--- config.mk ---
export PLATFORM = sky130hd
export DESIGN_NAME = circular_list_with_deque_transfer
export DESIGN_NICKNAME = d
export VERILOG_FILES = /design/src/hdl/cldt_pkg.sv /design/src/hdl/cldt_ram.sv /design/src/hdl/circular_list_with_deque_transfer.sv
export VERILOG_INCLUDE_DIRS = /design/src /design/src/hdl
export SDC_FILE = /design/constraint.sdc
export NUM_CORES = 2
export LEC_CHECK = 0
export BUFFER_PORTS_ARGS = -buffer_cell sky130_fd_sc_hd__buf_2
export CORE_ASPECT_RATIO = 1.4
export CORE_MARGIN = 2
export CORE_UTILIZATION = 63
export CTS_CLUSTER_SIZE = 8
export DETAILED_ROUTE_END_ITERATION = 10
export PLACE_DENSITY_LB_ADDON = 0.12
export SLEW_MARGIN = 20
export SYNTH_ARGS = -nofsm -noshare
export SYNTH_HDL_FRONTEND = slang
export SYNTH_HIERARCHICAL = 1
export SYNTH_SLANG_ARGS = --single-unit
--- constraint.sdc ---
create_clock -name aclk -period 7.4 [get_ports aclk]
set_clock_uncertainty 0.15 [all_clocks]
set_input_delay 0 -clock aclk [delete_from_list [all_inputs] [get_ports aclk]]
set_output_delay 0 -clock aclk [all_outputs]
set_load 0.03 [all_outputs]
--- src/hdl/assert_macros.svh ---
// Assertion helpers
`ifndef ASSERT_MACROS_SVH
`define ASSERT_MACROS_SVH
`define ASSERT_CLK(lbl, prop, msg) \
    lbl: assert property (@(posedge aclk) disable iff (!aresetn) prop) else $error(msg);
`endif

--- src/hdl/cldt_pkg.sv ---
package cldt_pkg;
    localparam int CAPACITY = 64;
    localparam int AW = $clog2(CAPACITY);
    localparam int CW = AW + 1;

    localparam logic [2:0] CMD_APPEND     = 3'd0;
    localparam logic [2:0] CMD_READ_LIST  = 3'd1;
    localparam logic [2:0] CMD_SEARCH     = 3'd2;
    localparam logic [2:0] CMD_REMOVE     = 3'd3;
    localparam logic [2:0] CMD_MOVE_FRONT = 3'd4;
    localparam logic [2:0] CMD_MOVE_BACK  = 3'd5;
    localparam logic [2:0] CMD_READ_DEQUE = 3'd6;

    localparam logic [2:0] ST_OK         = 3'd0;
    localparam logic [2:0] ST_NOT_FOUND  = 3'd1;
    localparam logic [2:0] ST_LIST_FULL  = 3'd2;
    localparam logic [2:0] ST_DEQUE_FULL = 3'd3;
    localparam logic [2:0] ST_EMPTY      = 3'd4;

    typedef struct packed {
        logic [2:0]         cmd;
        logic signed [31:0] value;
    } in_t;

    typedef struct packed {
        logic signed [31:0] item;
        logic [2:0]         status;
        logic               last;
    } out_t;
endpackage

--- src/hdl/cldt_ram.sv ---
module cldt_ram
    import cldt_pkg::*;
(
    input  logic          aclk,
    input  logic          we,
    input  logic [AW-1:0] waddr,
    input  logic [31:0]   wdata,
    input  logic [AW-1:0] raddr,
    output logic [31:0]   rdata
);
    logic [31:0] mem [CAPACITY];

    always_ff @(posedge aclk) begin
        if (we) begin
            mem[waddr] <= wdata;
        end
        rdata <= mem[raddr];
    end
endmodule

--- src/hdl/circular_list_with_deque_transfer.sv ---
// Sequencing: append and every early status result go from idle straight to the result register.
//   Search passes S_RD then S_USE for each entry compared. List and deque readouts add S_OUT per entry.
//   Remove then closes the gap in S_SHIFT, reading ahead and writing back each entry after the match.
//   A move copies each entry through S_RD and S_USE, then runs the deque readout.
// Throughput: one command at a time; not ready until the final result is taken.
// Reset: aresetn synchronous active low clears list count, deque head and count;
//   stores are not cleared.
module circular_list_with_deque_transfer
    import cldt_pkg::*;
(
    input  logic aclk,
    input  logic aresetn,
    input  logic s_valid,
    output logic s_ready,
    input  in_t  s_data,
    output logic m_valid,
    input  logic m_ready,
    output out_t m_data
);
`include "assert_macros.svh"

    // sequencer states
    localparam logic [2:0] S_IDLE  = 3'd0;
    localparam logic [2:0] S_RD    = 3'd1;  // issue list/deque read
    localparam logic [2:0] S_USE   = 3'd2;  // read data valid: compare/copy/emit
    localparam logic [2:0] S_OUT   = 3'd3;  // wait for result transfer
    localparam logic [2:0] S_SHIFT = 3'd4;  // remove: close the gap

    logic [2:0]  state_reg;
    logic [2:0]  cmd_reg;
    logic [31:0] val_reg;
    logic [CW-1:0] lcnt_reg, dcnt_reg, idx_reg;
    logic [AW-1:0] dhead_reg;
    logic        deq_walk_reg;   // walking deque for readout
    logic        mv_reg;         // move copy in progress
    logic        done_after_reg; // after result taken, go idle

    // list memory
    logic          l_we;
    logic [AW-1:0] l_waddr, l_raddr;
    logic [31:0]   l_wdata, l_rdata;
    // deque memory
    logic          d_we;
    logic [AW-1:0] d_waddr, d_raddr;
    logic [31:0]   d_rdata;

    cldt_ram u_list (.aclk, .we(l_we), .waddr(l_waddr), .wdata(l_wdata),
                     .raddr(l_raddr), .rdata(l_rdata));
    cldt_ram u_deque (.aclk, .we(d_we), .waddr(d_waddr), .wdata(l_rdata),
                      .raddr(d_raddr), .rdata(d_rdata));

    // one bit wider: both stores full must not wrap to zero
    logic [CW:0] sum_w;
    assign sum_w = {1'b0, lcnt_reg} + {1'b0, dcnt_reg};
    logic [AW-1:0] dq_idx;
    assign dq_idx = dhead_reg + idx_reg[AW-1:0];

    assign s_ready = (state_reg == S_IDLE);
    assign l_raddr = (state_reg == S_SHIFT) ? AW'(idx_reg + 1'b1) : idx_reg[AW-1:0];
    assign d_raddr = dq_idx;
    // append writes straight from the input transfer
    assign l_wdata = (state_reg == S_SHIFT) ? l_rdata : s_data.value;

    // one walk step per read cycle; shared index counter drives the walk addresses
    always_comb begin
        l_we = 1'b0;
        l_waddr = lcnt_reg[AW-1:0];
        d_we = 1'b0;
        d_waddr = dhead_reg + lcnt_reg[AW-1:0] + idx_reg[AW-1:0] - lcnt_reg[AW-1:0];
        if (state_reg == S_IDLE && s_valid && s_data.cmd == CMD_APPEND
            && lcnt_reg < CW'(CAPACITY)) begin
            l_we = 1'b1;
            l_waddr = lcnt_reg[AW-1:0];
        end
        if (state_reg == S_SHIFT && idx_reg + 1'b1 < lcnt_reg) begin
            l_we = 1'b1;
            l_waddr = idx_reg[AW-1:0];
        end
        if (state_reg == S_USE && mv_reg) begin
            d_we = 1'b1;
            if (cmd_reg == CMD_MOVE_FRONT) begin
                d_waddr = dhead_reg - 1'b1;
            end else begin
                d_waddr = dhead_reg + dcnt_reg[AW-1:0];
            end
        end
    end

    always_ff @(posedge aclk) begin
        if (!aresetn) begin
            state_reg <= S_IDLE;
            lcnt_reg <= '0;
            dcnt_reg <= '0;
            dhead_reg <= '0;
            m_valid <= 1'b0;
            mv_reg <= 1'b0;
            deq_walk_reg <= 1'b0;
            done_after_reg <= 1'b0;
            idx_reg <= '0;
        end else begin
            case (state_reg)
                S_IDLE: begin
                    if (s_valid) begin
                        cmd_reg <= s_data.cmd;
                        val_reg <= s_data.value;
                        idx_reg <= '0;
                        mv_reg <= 1'b0;
                        deq_walk_reg <= 1'b0;
                        m_data.item <= '0;
                        m_data.last <= 1'b1;
                        done_after_reg <= 1'b1;
                        case (s_data.cmd)
                            CMD_APPEND: begin
                                m_data.status <= (lcnt_reg < CW'(CAPACITY)) ?
                                                 ST_OK : ST_LIST_FULL;
                                if (lcnt_reg < CW'(CAPACITY)) begin
                                    lcnt_reg <= lcnt_reg + 1'b1;
                                end
                                m_valid <= 1'b1;
                                state_reg <= S_OUT;
                            end
                            CMD_READ_LIST, CMD_SEARCH, CMD_REMOVE: begin
                                if (lcnt_reg == '0) begin
                                    m_data.status <= ST_EMPTY;
                                    m_valid <= 1'b1;
                                    state_reg <= S_OUT;
                                end else begin
                                    state_reg <= S_RD;
                                end
                            end
                            CMD_MOVE_FRONT, CMD_MOVE_BACK: begin
                                if (lcnt_reg == '0 || sum_w > (CW+1)'(CAPACITY)) begin
                                    m_data.status <= (lcnt_reg == '0) ?
                                                     ST_EMPTY : ST_DEQUE_FULL;
                                    m_valid <= 1'b1;
                                    state_reg <= S_OUT;
                                end else begin
                                    mv_reg <= 1'b1;
                                    state_reg <= S_RD;
                                end
                            end
                            CMD_READ_DEQUE: begin
                                if (dcnt_reg == '0) begin
                                    m_data.status <= ST_EMPTY;
                                    m_valid <= 1'b1;
                                    state_reg <= S_OUT;
                                end else begin
                                    deq_walk_reg <= 1'b1;
                                    state_reg <= S_RD;
                                end
                            end
                            default: ;
                        endcase
                    end
                end
                S_RD: state_reg <= S_USE;
                S_USE: begin
                    if (mv_reg) begin
                        if (cmd_reg == CMD_MOVE_FRONT) begin
                            dhead_reg <= dhead_reg - 1'b1;
                        end
                        dcnt_reg <= dcnt_reg + 1'b1;
                        if (idx_reg + 1'b1 == lcnt_reg) begin
                            // copy finished: clear list and walk deque
                            mv_reg <= 1'b0;
                            lcnt_reg <= '0;
                            deq_walk_reg <= 1'b1;
                            idx_reg <= '0;
                        end else begin
                            idx_reg <= idx_reg + 1'b1;
                        end
                        state_reg <= S_RD;
                    end else if (deq_walk_reg || cmd_reg == CMD_READ_LIST) begin
                        m_data.item <= deq_walk_reg ? d_rdata : l_rdata;
                        m_data.status <= ST_OK;
                        m_data.last <= (idx_reg + 1'b1 ==
                                        (deq_walk_reg ? dcnt_reg : lcnt_reg));
                        done_after_reg <= (idx_reg + 1'b1 ==
                                           (deq_walk_reg ? dcnt_reg : lcnt_reg));
                        idx_reg <= idx_reg + 1'b1;
                        m_valid <= 1'b1;
                        state_reg <= S_OUT;
                    end else begin
                        // search / remove compare
                        if (l_rdata == val_reg) begin
                            m_data.item <= val_reg;
                            m_data.status <= ST_OK;
                            if (cmd_reg == CMD_REMOVE) begin
                                state_reg <= S_SHIFT;
                            end else begin
                                m_valid <= 1'b1;
                                state_reg <= S_OUT;
                            end
                        end else if (idx_reg + 1'b1 == lcnt_reg) begin
                            m_data.status <= ST_NOT_FOUND;
                            m_valid <= 1'b1;
                            state_reg <= S_OUT;
                        end else begin
                            idx_reg <= idx_reg + 1'b1;
                            state_reg <= S_RD;
                        end
                    end
                end
                S_SHIFT: begin
                    // read at idx+1 registered next cycle; write uses it after a wait
                    if (idx_reg + 1'b1 >= lcnt_reg) begin
                        lcnt_reg <= lcnt_reg - 1'b1;
                        m_valid <= 1'b1;
                        state_reg <= S_OUT;
                    end else if (mv_reg) begin
                        // later phase of a step: write done, advance
                        mv_reg <= 1'b0;
                        idx_reg <= idx_reg + 1'b1;
                    end else begin
                        mv_reg <= 1'b1;
                    end
                end
                S_OUT: begin
                    if (m_ready) begin
                        m_valid <= 1'b0;
                        state_reg <= done_after_reg ? S_IDLE : S_RD;
                    end
                end
                default: state_reg <= S_IDLE;
            endcase
        end
    end

    `ASSERT_CLK(a_busy, m_valid |-> !s_ready, "result pending while ready")
    `ASSERT_CLK(a_lcnt, lcnt_reg <= CW'(CAPACITY), "list count overflow")
    `ASSERT_CLK(a_dcnt, dcnt_reg <= CW'(CAPACITY), "deque count overflow")
endmodule

## After elaboration in Yosys (flattened, before gate mapping)

Memory sizes are Yosys's and may differ from the RTL's. A register that Yosys moved wholly into a read port is not among the register bits.
Index checks and enable logic that the tools add are counted.

| cells by class | value |
|---|---|
| add/subtract/negate cells | 11 |
| equal/unequal tests | 36 |
| reduce and logical (&&, ||, !) cells | 29 |
| muxes and demuxes | 87 |
| order comparisons | 4 |

Operators by type and width:

| operator | count |
|---|---|
| 7-bit two-way mux | 15 |
| 32-bit two-way mux | 3 |
| 36-bit two-way mux | 2 |
| 36-bit case mux with 2 select lines | 1 |
| 7-bit case mux with 3 select lines | 2 |
| 3-bit two-way mux | 13 |
| 35-bit two-way mux | 1 |
| 1-bit two-way mux | 33 |
| 32-bit == test | 1 |
| 6-bit adder | 4 |
| 6-bit two-way mux | 4 |
| 3-bit case mux with 4 select lines | 2 |
| 7-bit by 1-bit adder with 7-bit output, second input constant | 3 |
| 3-bit by 2-bit == test with 1-bit output, second input constant | 5 |
| 3-bit == test, second input constant | 5 |
| 3-bit case mux with 5 select lines | 1 |
| 7-bit == test | 2 |
| 7-bit logical NOT | 2 |
| 2-bit != test, second input constant | 6 |
| 4-bit != test, second input constant | 3 |
| 4-bit AND reduction | 3 |
| 11-bit AND reduction | 1 |
| 2-bit two-way mux | 5 |
| 2-bit by 1-bit != test with 1-bit output, second input constant | 5 |
| other kinds (30) | 45 |

| storage, ports and cells | value |
|---|---|
| output and inout bits | 38 |
| memory bits (writable) | 4096 |
| logic and storage cells | 183 |
| memories | 2 |
| flip-flop bits (word level) | 105 |
| input port bits | 39 |

Memory list:

| memory | depth | bits a word | read ports | clocked after memory_dff | write ports | RTL line | RTL |
|---|---|---|---|---|---|---|---|
| u_deque.mem | 64 | 32 | 1 | 1 | 1 | cldt_ram.sv:11 | `logic [31:0] mem [CAPACITY];` |
| u_list.mem | 64 | 32 | 1 | 1 | 1 | cldt_ram.sv:11 |  |

## Logic depth before layout (Yosys ltp)

| logic depth | value |
|---|---|
| depth after elaboration | 8 |
| depth in mapped cells | 19 |
| depth with buffers taken out | 16 |

## Modules after synthesis

The synthesis kept the hierarchy.

By module, submodules not included:

| module | instances | seq. area each (sq um) | area each (sq um) | cells each |
|---|---|---|---|---|
| cldt_ram (u_deque) | 1 | 62139.6 | 79039.6 | 3511 |
| cldt_ram (u_list) | 1 | 62139.6 | 78515.3 | 3324 |
| circular_list_with_deque_transfer | 1 | 2812.7 | 7558.5 | 862 |

## Least setup slack after synthesis

No wires, ideal clock.

| timing | value |
|---|---|
| path kind | flip-flop to flip-flop |
| start point | reg idx_reg[4] |
| end point | mem u_list.mem[48][0] (enable) |
| library setup time | 461 ps |
| buffers on the path | 2 |
| arrival | 4963 ps |
| slack | 1827 ps |
| clock period less this slack | 5573 ps |
| required time | 6789 ps |
| cell stages (with the launch flop) | 14 |
| path through | dfxtp_1 -> ha_1 -> nand3_1 -> xnor2_1 -> ha_1 -> nand4_2 -> a21oi_1 -> nor4_4 -> clkbuf_1 -> o21ai_0 -> clkbuf_1 -> nor2b_1 -> nand4b_1 -> nor3_1 |

| between the ends | value |
|---|---|
| elaborated cells on any way between the ends | 7 |
| classes of those cells | add/sub: 1; order compare: 1; mux: 4; reduce/logical: 1 |

RTL lines:

| element | RTL line | RTL |
|---|---|---|
| start, declared | circular_list_with_deque_transfer.sv:32 | `logic [CW-1:0] lcnt_reg, dcnt_reg, idx_reg;` |
| start signal, assigned | circular_list_with_deque_transfer.sv:170 | `idx_reg <= idx_reg + 1'b1;` |
| start signal, assigned | circular_list_with_deque_transfer.sv:180 | `idx_reg <= idx_reg + 1'b1;` |
| start signal, assigned | circular_list_with_deque_transfer.sv:199 | `idx_reg <= idx_reg + 1'b1;` |
| 7-bit by 1-bit adder with 7-bit output | circular_list_with_deque_transfer.sv:75 | `if (state_reg == S_SHIFT && idx_reg + 1'b1 < lcnt_reg) begin` |
| 7-bit less-than comparator | circular_list_with_deque_transfer.sv:75 |  |
| 1-bit logical AND | circular_list_with_deque_transfer.sv:75 |  |
| 6-bit two-way mux | circular_list_with_deque_transfer.sv:75 |  |
| net l_waddr[3] | circular_list_with_deque_transfer.sv:40 | `logic [AW-1:0] l_waddr, l_raddr;` |
| end, declared | cldt_ram.sv:11 |  |

The timed path passes the listed nets, and every way through them passes these cells.

## Final worst setup path

| timing | value |
|---|---|
| start point | reg idx_reg[0] |
| end point | mem u_deque.mem[44][25] (enable) |

| between the ends | value |
|---|---|
| word-level cells in the longest chain between the ends | 3 |

RTL lines:

| element | RTL line | RTL |
|---|---|---|
| 6-bit adder | circular_list_with_deque_transfer.sv:69 | `d_waddr = dhead_reg + lcnt_reg[AW-1:0] + idx_reg[AW-1:0] - lcnt_reg[AW-1:0];` |
| 6-bit subtractor | circular_list_with_deque_transfer.sv:69 |  |
| 6-bit two-way mux | circular_list_with_deque_transfer.sv:79 | `if (state_reg == S_USE && mv_reg) begin` |
| net d_waddr[5] | circular_list_with_deque_transfer.sv:44 | `logic [AW-1:0] d_waddr, d_raddr;` |
| end, declared | cldt_ram.sv:11 |  |

The timed path passes the listed nets, and every way through them passes these cells.

==> impl_summary.txt <==
----------------------------------------------------
[Timing]
  Max frequency ... 159 MHz
  Final Hold Violating Endpoints ... 0
  Slew @ Worst Pin ... 1.25 ns
  Setup TNS after final layout ... 0 ns
  Setup repair after global routing missed its margin ... false
  Number of max-slew violations in the final report ... 0
  Worst setup slack after layout ... 1.11 ns
  Min Tclk post-route ... 6.29 ns
  Number of setup violations in the final report ... 0
  Final clock period utilization by the worst path ... 85.1%
  Slew Limit Headroom ... 15.5%

[Final layout]
  # fillers ... 14700
  FF/Latch Area ... 127000 µm²
  Commonest non-fill, non-tap cell in the layout ... sky130_fd_sc_hd__edfxtp_1
  NumNets Final ... 8415
  Commonest non-fill, non-tap cells in the layout ... sky130_fd_sc_hd__edfxtp_1, sky130_fd_sc_hd__mux4_2, sky130_fd_sc_hd__clkbuf_16
  Fraction of layout cells with a size suffix above 1 ... 26.5%
  Area taken by multi-input logic gates ... 36700 µm²
  Area growth from synthesis to layout ... 14.5%
  Registers with the most flip-flops ... u_deque/mem x2048, u_list/mem x2048, m_data x36

[Clock tree]
  CTS HTree Levels ... 6
  Later-pin clock latency in the skew report ... 0.93 ns
  Cts bufs inserted ... 607
  Post-CTS Repair Setup Buffers ... 0
  Buffer levels on the longest clock path ... 4
  Clock slew at the register clock pins of the worst setup and hold paths ... 0.06 ns
  CTS tree ... yes
  Number of clock sinks ... 4265
  Root Buffer ... sky130_fd_sc_hd__clkbuf_16

[Synthesis]
  Mapped Cells ... 7697
  Dominant combinational cell family by area after synthesis ... multiplexers
  Mux contribution to synthesized area ... 15.5%
  Sequential cell area fraction in the yosys report ... 77.0%
  Count of yosys warnings during synthesis ... 6
  Share of synthesized registers carrying an async set or reset ... 0%
  Parity-gate share of the synthesized area counting xor and xnor cells ... 0.430%
  Number of synthesized register bits ... 4265
  Simple logic cell fraction of the synthesized area ... 2.22%
  Adder-cell share of the synthesized area ... 0.435%
  Cell area after synthesis ... 165000 µm²
  Predominant post-synthesis flop cell ... sky130_fd_sc_hd__edfxtp_1
  Distinct cell type count after synthesis ... 83
  Number of nets in the synthesized netlist ... 7788
  Synthesized area divided by synthesized cell count ... 21.5 µm²
  Number of flops mapped to enable cells by yosys ... 4167
  Share of the synthesized area in compound gates (AO/OA/AOI/OAI) ... 2.90%

[Power]
  Power density over cell area ... 317 nW/µm²
  Lkg Pwr ... 58.4 nW
  Worst vdd ir ... 0.000265 V

[Hold path]
  Class of the tightest hold or removal check ... in2reg

[Worst setup path]
  WP buf/inv ... 4
  Setup crit end kind ... flop
  Critical path data required time ... 7.76 ns
  Largest fanout on the critical path ... 32
  Class of the most critical setup path ... reg2reg
  Most common cell on crit path ... sky130_fd_sc_hd__inv_1
  Crit-path slowest cell ... sky130_fd_sc_hd__nor2_4
  Biggest cell delay along the critical path ... 1.18 ns
  Arrival time of the worst setup path ... 6.66 ns
  Cell chain of the critical path ... inv_1 -> ha_1 -> inv_1 -> fa_1 -> ha_1 -> inv_1 -> fa_1 -> inv_1 -> a21o_1 -> a21oi_1 -> xnor2_1 -> a21oi_1 -> a31oi_1 -> xor2_2 -> nand4b_1 -> nor2_4
  Critical Path Source Type ... flop
  Kind of cell with the highest combined delay on the critical path ... simple AND/OR/NAND/NOR gates

[Floorplanning]
  Row count ... 222
  Area of the die ... 266000 µm²
  Chip height ... 610 µm
  Number of top-level pins ... 77
  Horizontal extent of the die ... 437 µm
  Starting Density ... 63.3%
  Core box area ... 261000 µm²

[Detailed routing]
  Iteration count of the initial detailed-routing pass ... 8
  Number of nets with antenna violations after detailed routing ... 0
  Initial drt markers ... 11600
  DRC Markers ... 0
  Via count ... 83700
  Routed WL ... 452000 µm
  Vias per inst ... 6.98
  Detail-routed net length per standard cell ... 37.7 µm

[Global routing]
  Overall Global Routing Usage ... 34.2%
  Wire length of the first global-routing pass ... 635000 µm
  Initial antenna violation count ... 27
  Pin count of the biggest net entering global routing ... 98
  Number of global-route vias before repair ... 84900
  Total global routing overflow ... 0

[Placement]
  Post-detailed-placement half-perimeter wirelength ... 266000 µm
  RD Place Congestion ... 0.940
  Placement Setup Slack ... 1.12 ns
  Port bufs ... 76

[Job]
  Number of maximum-capacitance violations ... 0

[Status]
  Result of the run ... complete, no violations

----------------------------------------------------
## worst min-delay path, stage by stage
cell	delay, ns
sky130_fd_sc_hd__dlygate4sd3_1	0.55
sky130_fd_sc_hd__buf_2	0.16
sky130_fd_sc_hd__inv_1	0.10
sky130_fd_sc_hd__mux2i_1	0.08
sky130_fd_sc_hd__a21oi_1	0.12
## cells in the mapped netlist, drive strengths merged (4+ instances only)
master     n  area, µm²
edfxtp  4167     125000
mux4     990      22300
nor2     331       1240
mux2i    322       3220
buf      250       1680
nand2    204        773
clkbuf   176        703
a21oi    164        825
a22oi    141       1060
o22ai    127        795
dfxtp     98       1960
o21ai     61        305
nand3     59        295
inv       50        188
xor2      49        429
ha        43        538
o221ai    43        377
nor2b     35        219
xnor2     32        280
a211oi    28        210
a31oi     27        169
nor3      22        126
nand2b    19        119
a311oi    16        140
o211ai    16        120
or3       16        100
and3      15       93.8
nand3b    15        113
nand4     13       87.6
nor4      13        103
or2       13       81.3
a22o      12        105
a311o     12        120
o22a      12        105
a211o     11       96.3
a21o      11       82.6
or3b      10       87.6
fa         9        180
and2       6       37.5
o31ai      6       45.0
or4        6       45.0
and4       5       43.8
a41o       4       40.0
mux2       4       45.0
o32ai      4       35.0
## report_power, final
group	total (mW)	internal [mW]	switching [mW]
Combinational	7.85	2.88	4.97
Sequential	27.7	27.5	0.199
Clock	24.4	15.0	9.45
## timing repair
| item | CTS | global route |
|---|---|---|
| endpoints found under the hold margin | 1771 | 0 |
| hold buffers | 78 | 0 |
| gates resized for setup | 0 | 0 |
## stage by stage
step | hold WS [ns] | cells | area, µm² | power (mW) | util (%)
floorplan | -0.0511 | 7697 | 165000 | 33.2 | -
global placement | 0.0478 | 11100 | 171000 | 35.8 | 65.5
CTS | 0.00367 | 11900 | 188000 | 60.2 | 72.2
detailed placement | 0.0521 | 11100 | 171000 | 35.9 | 65.6
finish | 0.0557 | 12000 | 189000 | 60.0 | 72.5
global route | 0.0381 | 12000 | 189000 | 61.5 | 72.5
## kinds of logic (layout without fill, tap and decap cells)
group / after synthesis / count (layout)
AO/OA/AOI/OAI: 714 / 714
XOR/XNOR: 81 / 81
adder cells (fa/ha/maj): 52 / 52
buffers and inverters: 476 / 1273
flip-flops: 4265 / 4265
multiplexers: 1316 / 1316
other: 0 / 22
AND/OR/NAND/NOR: 793 / 793
## path summary, 6_finish.rpt
kind / start / slack (ns) / end / depth (start not counted)
min: s_data[34] / 0.06 / m_data[3] / 5
min reg2reg: idx_reg[6] / 0.34 / idx_reg[6] / 2
max reg2reg: idx_reg[0] / 1.11 / u_deque/mem[44][25] / 16
max: idx_reg[0] / 1.11 / u_deque/mem[44][25] / 16
## cell type report
type | count | share of cell area (%)
Antenna cell | 22 | 0.0291
Clock buffer | 753 | 8.51
Clock inverter | 26 | 0.148
Inverter | 50 | 0.107
Multi-Input combinational cell | 2956 | 19.4
Sequential cell | 4265 | 67.2
Tap cell | 3472 | 2.30
Timing Repair Buffer | 444 | 2.26
## routing by layer
metal / GRT usage [%] / part of all wire [%] / vias to the layer above
li1: - / - / 33300
met1: 42.1 / 33 / 44100
met2: 55.5 / 50 / 5148
met3: 6.09 / 8.5 / 1165
met4: 24.1 / 8.4 / 10
met5: 0 / 0.013 / -
No activity file was read; power rests on OpenSTA's default activity.
